File: config.mk
export PLATFORM = sky130hd
export DESIGN_NAME = lrpe_ctrl
export DESIGN_NICKNAME = d
export VERILOG_FILES = /design/src/rtl/lrpe_pkg.sv /design/src/rtl/lrpe_ctrl.sv
export SDC_FILE = /design/constraint.sdc
export NUM_CORES = 1
export LEC_CHECK = 0
export ABC_AREA = 1
export BUFFER_PORTS_ARGS = -buffer_cell sky130_fd_sc_hd__buf_2
export CORE_MARGIN = 10
export CORE_UTILIZATION = 47
export CTS_CLUSTER_DIAMETER = 60
export CTS_CLUSTER_SIZE = 24
export DETAILED_ROUTE_END_ITERATION = 12
export GPL_ROUTABILITY_DRIVEN = 0
export PLACE_DENSITY = 0.94
export SLEW_MARGIN = 25
export SYNTH_ARGS = -nofsm -noshare
export SYNTH_HDL_FRONTEND = slang
export SYNTH_SLANG_ARGS = --single-unit
File: constraint.sdc
create_clock -name clk -period 2.8 [get_ports clk]
set_clock_uncertainty 0.2 [all_clocks]
set_input_delay 0.42 -clock clk [delete_from_list [all_inputs] [get_ports clk]]
set_output_delay 0.42 -clock clk [all_outputs]
set_load 0.01 [all_outputs]
File: src/rtl/lrpe_pkg.sv
// Shared types, codes and helper constants of the LR table parse engine.
package lrpe_pkg;

    // Default sizes of the parse tables and the state stack, and the reduction limit
    localparam int NUM_STATES_DEF       = 256;
    localparam int NUM_TERMINALS_DEF    = 64;
    localparam int NUM_NONTERMINALS_DEF = 64;
    localparam int NUM_RULES_DEF        = 256;
    localparam int STACK_DEPTH_DEF      = 256;
    localparam int MAX_REDUCTIONS_DEF   = 63;

    // Input item kinds
    typedef enum logic [2:0] {
        ACT_TOKEN    = 3'd0,
        ACT_WR_SHIFT = 3'd1,
        ACT_WR_RED   = 3'd2,
        ACT_WR_GOTO  = 3'd3,
        ACT_WR_RULE  = 3'd4,
        ACT_START    = 3'd5
    } lrpe_action_t;

    // Table entry kinds
    localparam logic [1:0] KIND_EMPTY  = 2'd0;
    localparam logic [1:0] KIND_VALUE  = 2'd1;
    localparam logic [1:0] KIND_ACCEPT = 2'd2;

    // Result events
    typedef enum logic [3:0] {
        EV_SHIFT     = 4'd0,
        EV_REDUCE    = 4'd1,
        EV_ACCEPT    = 4'd2,
        EV_NOENTRY   = 4'd3,
        EV_CONFLICT  = 4'd4,
        EV_UNDERFLOW = 4'd5,
        EV_OVERFLOW  = 4'd6,
        EV_EMPTY     = 4'd7,
        EV_CHAIN     = 4'd8
    } lrpe_event_t;

    // Controller states
    typedef enum logic [2:0] {
        ST_IDLE,
        ST_TOP,
        ST_LOOK,
        ST_DEC,
        ST_RULE,
        ST_BASE,
        ST_GOTO
    } lrpe_state_t;

    // Commands from controller to datapath
    typedef struct packed {
        logic        item_take;
        logic        tok_load;
        logic        clr_stack;
        logic        rd_top;
        logic        rd_tables;
        logic        rd_rule;
        logic        rd_base;
        logic        rd_goto;
        logic        do_shift;
        logic        do_reduce;
        logic        emit;
        lrpe_event_t ev;
    } lrpe_cmd_t;

    // Status from datapath to controller
    typedef struct packed {
        logic       tok_bad;
        logic       top_bad;
        logic       sh_valid;
        logic [1:0] red_kind;
        logic       sp_full;
        logic       fin;
        logic       cnt_max;
        logic       rule_bad;
        logic       len_ge_sp;
        logic       lhs_bad;
        logic       base_bad;
        logic       goto_valid;
        logic       red_ovf;
        logic       out_free;
    } lrpe_status_t;

endpackage

File: src/rtl/lrpe_ctrl.sv
// Sequencer that walks each token through lookups, reductions and its final result.
module lrpe_ctrl
(
    input  logic                 clk,
    input  logic                 rst_n,
    input  logic                 in_valid,
    output logic                 in_ready,
    input  logic [2:0]           action,
    input  lrpe_pkg::lrpe_status_t st,
    output lrpe_pkg::lrpe_cmd_t  cmd
);
    import lrpe_pkg::*;

    lrpe_state_t state_reg, state_next;
    logic        halted_reg, halted_next;
    logic        take;

    assign in_ready = (state_reg == ST_IDLE);
    assign take     = in_valid && in_ready;

    // Hold state and halt flag
    always_ff @(posedge clk or negedge rst_n)
    begin
        if (!rst_n)
        begin
            state_reg  <= ST_IDLE;
            halted_reg <= 1'b0;
        end
        else
        begin
            state_reg  <= state_next;
            halted_reg <= halted_next;
        end
    end

    // Next state
    always_comb
    begin
        state_next = state_reg;
        case (state_reg)
            ST_IDLE:
            begin
                if (take && action == ACT_TOKEN && !halted_reg)
                    state_next = ST_TOP;
            end
            ST_TOP:
                state_next = ST_LOOK;
            ST_LOOK:
            begin
                if (st.tok_bad || st.top_bad)
                begin
                    if (st.out_free)
                        state_next = ST_IDLE;
                end
                else
                    state_next = ST_DEC;
            end
            ST_DEC:
            begin
                if (!st.sh_valid && st.red_kind == KIND_EMPTY)
                begin
                    if (st.out_free)
                        state_next = ST_IDLE;
                end
                else if (st.sh_valid || st.red_kind == KIND_ACCEPT
                         || st.cnt_max || st.rule_bad)
                begin
                    if (st.out_free)
                        state_next = ST_IDLE;
                end
                else
                    state_next = ST_RULE;
            end
            ST_RULE:
            begin
                if (st.len_ge_sp)
                begin
                    if (st.out_free)
                        state_next = ST_IDLE;
                end
                else
                    state_next = ST_BASE;
            end
            ST_BASE:
            begin
                if (st.lhs_bad || st.base_bad)
                begin
                    if (st.out_free)
                        state_next = ST_IDLE;
                end
                else
                    state_next = ST_GOTO;
            end
            ST_GOTO:
            begin
                if (st.out_free)
                begin
                    if (!st.goto_valid || st.red_ovf)
                        state_next = ST_IDLE;
                    else
                        state_next = ST_TOP;
                end
            end
            default:
                state_next = ST_IDLE;
        endcase
    end

    // Outputs: commands and halt flag
    always_comb
    begin
        cmd         = '0;
        cmd.ev      = EV_SHIFT;
        halted_next = halted_reg;
        case (state_reg)
            ST_IDLE:
            begin
                cmd.item_take = take;
                if (take && action == ACT_START)
                begin
                    cmd.clr_stack = 1'b1;
                    halted_next   = 1'b0;
                end
                if (take && action == ACT_TOKEN && !halted_reg)
                    cmd.tok_load = 1'b1;
            end
            ST_TOP:
                cmd.rd_top = 1'b1;
            ST_LOOK:
            begin
                if (st.tok_bad || st.top_bad)
                begin
                    cmd.ev = EV_NOENTRY;
                    if (st.out_free)
                    begin
                        cmd.emit    = 1'b1;
                        halted_next = 1'b1;
                    end
                end
                else
                    cmd.rd_tables = 1'b1;
            end
            ST_DEC:
            begin
                if (!st.sh_valid && st.red_kind == KIND_EMPTY)
                begin
                    cmd.ev   = EV_NOENTRY;
                    cmd.emit = st.out_free;
                    if (st.out_free)
                        halted_next = 1'b1;
                end
                else if (st.sh_valid && st.red_kind != KIND_EMPTY)
                begin
                    cmd.ev   = EV_CONFLICT;
                    cmd.emit = st.out_free;
                    if (st.out_free)
                        halted_next = 1'b1;
                end
                else if (st.red_kind == KIND_ACCEPT)
                begin
                    cmd.ev   = EV_ACCEPT;
                    cmd.emit = st.out_free;
                    if (st.out_free)
                        halted_next = 1'b1;
                end
                else if (st.sh_valid)
                begin
                    // push the shift target unless the stack is full
                    if (st.sp_full)
                        cmd.ev = EV_OVERFLOW;
                    else if (st.fin)
                        cmd.ev = EV_UNDERFLOW;
                    else
                        cmd.ev = EV_SHIFT;
                    cmd.emit     = st.out_free;
                    cmd.do_shift = st.out_free && !st.sp_full;
                    if (st.out_free && (st.sp_full || st.fin))
                        halted_next = 1'b1;
                end
                else if (st.cnt_max || st.rule_bad)
                begin
                    cmd.ev   = st.cnt_max ? EV_CHAIN : EV_NOENTRY;
                    cmd.emit = st.out_free;
                    if (st.out_free)
                        halted_next = 1'b1;
                end
                else
                    cmd.rd_rule = 1'b1;
            end
            ST_RULE:
            begin
                if (st.len_ge_sp)
                begin
                    cmd.ev   = EV_EMPTY;
                    cmd.emit = st.out_free;
                    if (st.out_free)
                        halted_next = 1'b1;
                end
                else
                    cmd.rd_base = 1'b1;
            end
            ST_BASE:
            begin
                if (st.lhs_bad || st.base_bad)
                begin
                    cmd.ev   = EV_NOENTRY;
                    cmd.emit = st.out_free;
                    if (st.out_free)
                        halted_next = 1'b1;
                end
                else
                    cmd.rd_goto = 1'b1;
            end
            ST_GOTO:
            begin
                if (!st.goto_valid)
                    cmd.ev = EV_NOENTRY;
                else if (st.red_ovf)
                    cmd.ev = EV_OVERFLOW;
                else
                    cmd.ev = EV_REDUCE;
                cmd.emit      = st.out_free;
                cmd.do_reduce = st.out_free && st.goto_valid && !st.red_ovf;
                if (st.out_free && (!st.goto_valid || st.red_ovf))
                    halted_next = 1'b1;
            end
            default:
            begin
                cmd = '0;
            end
        endcase
    end

endmodule

==> metrics.yaml <==
place:
  placed_cells: 172
  port_buffers: 36
  hpwlAfterDp_um: 1870
  placed_cell_area_um2: 877
timing:
  tightest_slew_ps: 303
  hold_viol_final: 0
  fin_crit_sh_pct: 79.1
  fmax_ghz: 0.451
  finalMaxSlewViolations: 0
  grt_setup_unrepaired: "false"
  finalCriticalPeriod_ps: 2220
  tns_ps: 0
  slew_headroom_pct: 79.8
  finalSetupViolCount: 0
setup_path:
  startpoint: "state_reg[2]"
  endpoint_kind: "output pin"
  worstReg2RegStart: "state_reg[2]"
  reg2reg_depth: 8
  start_kind: "register"
  cp.arrival_ps: 1600
  worst-r2r-setup-slack_ps: 1220
  cp.required_ps: 2180
  endpoint: "cmd[4]"
  worstSetupPathType: "reg -> out"
  reg2reg_to: "halted_reg"
  crit_fanout: 7
outcome:
  status: "finished, final reports clean"
synth:
  yosys-top-cells-area: "dfrtp_1 (15%), nand2_1 (14%), inv_1 (11%), nor2_1 (8.9%), nor2_2 (7.4%)"
  synth-seq-cells: 4
  syn_area_per_cell_um2: 5.60
  yosysUniqueCellTypes: 21
  synthArstFlopShare_pct: 100
  synth_cells: 121
  syn_area_um2: 678
  synth_top_area_cell: "dfrtp_1"
  synth-edff-count: 0
  yosysSeqAreaShare_pct: 14.8
  yosysMostFrequentCell: "nand2_1"
  synth.top_cell.area_share_pct: 14.8
  synth_ff_type: "dfrtp_1"
  synthesis.nets: 142
  synth_common_cells: "nand2_1 (25), inv_1 (19), nor2_1 (16)"
  yosysWarnings: 0
grt:
  grt_pass1_vias: 831
  grt_pass1_wl_um: 3380
  track_usage_pct: 12.1
  grt.overflow.total: 0
  antenna_found_initial: 0
  grt_max_degree: 8
cells_and_area:
  fin_area_um2: 910
  num_antenna_cells: 0
  area_growth_pct: 34.1
  final_util_pct: 68.2
  layout-drive-gt1-share_pct: 39.1
  fillers: 122
  largest_reg_flops: 3
  final_cells: 176
  nNetsFinal: 184
floorplanning:
  die_h_um: 58.0
  core_um2: 1330
  row_count: 13
  die_w_um: 58.0
  boundaryPins: 37
  start_util_pct: 50.8
  dieArea_um2: 3360
pwr:
  ir_drop_mv: 0.501
  p_per_area_nw_per_um2: 652
  p_leak_nw: 0.546
  finalPower_mw: 0.593
clocking:
  cts_buffers: 3
  post_cts_buffers: 0
  cts_tree: "done"
  path_clk_slew_ps: 40
  clkLatencyLatePin_ps: 230
  cts.sinks: 4
  cts-root-buf: "clkbuf_4"
  htree_num_levels: 1
  ctsResizeCount: 0
  clockBufferDepth: 2
  hold_buffers: 1
drt:
  drt-pass1-iter-count: 4
  drt-wirelength-per-cell_um: 12.2
  wl_um: 2150
  vias_per_cell: 5.22
  vias: 918
  remaining_drc_errors: 0
  ant_nets: 0
  drt_iter0_markers: 43
job:
  drv_cap: 0
worst_hold_path:
  hold_class: "in -> async"
-- worst max-delay path: stages (launching register included) --
cell,delay [ps]
dfrtp_1,470
inv_2,130
nand3_2,140
o21ai_0,260
nor2_1,60
a31oi_1,140
buf_2,160
-- per-stage QoR --
stage	hold slack, ps	setup WS [ps]
global route	319	458
finish	318	584
CTS	314	599
floorplan	-75.6	1010
global placement	24.4	883
detailed placement	26.5	756
-- power breakdown --
part / switching, mW / leakage (nW) / internal, mW
registers: 0.0318 / 0.0524 / 0.0790
clock network: 0.0204 / 0.0138 / 0.0477
logic: 0.254 / 0.480 / 0.160
-- logic make-up after synthesis --
logic type             count (synthesis)  synth area share, %
DFF                                    4                 14.8
buffers and inverters                 24                 13.3
AOI/OAI and AO/OA                     17                 13.8
and+or+nand+nor                       76                 58.1
-- per-layer routing --
layer	vias to the layer above	global-route usage, %	wire [um]
met5	-	0	0
met4	0	6.71	23
met3	2	3.70	186
met2	35	20.7	1070
met1	410	12.9	875
li1	471	-	-
-- worst min path at each step --
stage          slack, ps      endpoint  startpoint
6_report             320  state_reg[2]       rst_n
5_1_grt              320  state_reg[2]       rst_n
4_1_cts              310  state_reg[2]       rst_n
3_5_place_dp          30  state_reg[2]       rst_n
3_3_place_gp          20  state_reg[2]       rst_n
2_1_floorplan        -80    halted_reg       rst_n
-- final cells by class --
type,instances,area (um^2),area share [%]
tap,15,18.8,2.06
clock buffer,3,22.5,2.48
inverter,24,90.1,9.90
multi-input combinational,93,488,53.6
timing repair buffer,37,190,20.9
sequential,4,100,11.0
-- cells in the final DEF (no fill, tap or decap) --
cell / count
nor2_1: 16
nand3b_1: 1
o2111ai_1: 1
o21ai_1: 1
a31oi_1: 1
nand2_2: 2
buf_2: 36
clkbuf_4: 3
o221ai_1: 1
inv_2: 5
nor2_4: 3
nand3_2: 4
nor3_1: 6
dfrtp_1: 4
nand3_1: 7
or2_2: 1
nand4_1: 2
nor2_2: 8
o21ai_0: 7
inv_1: 19
nand2_1: 25
a21oi_1: 6
dlygate4sd3_1: 1
nor3b_2: 1
No activity file was read; power rests on OpenSTA's default activity.
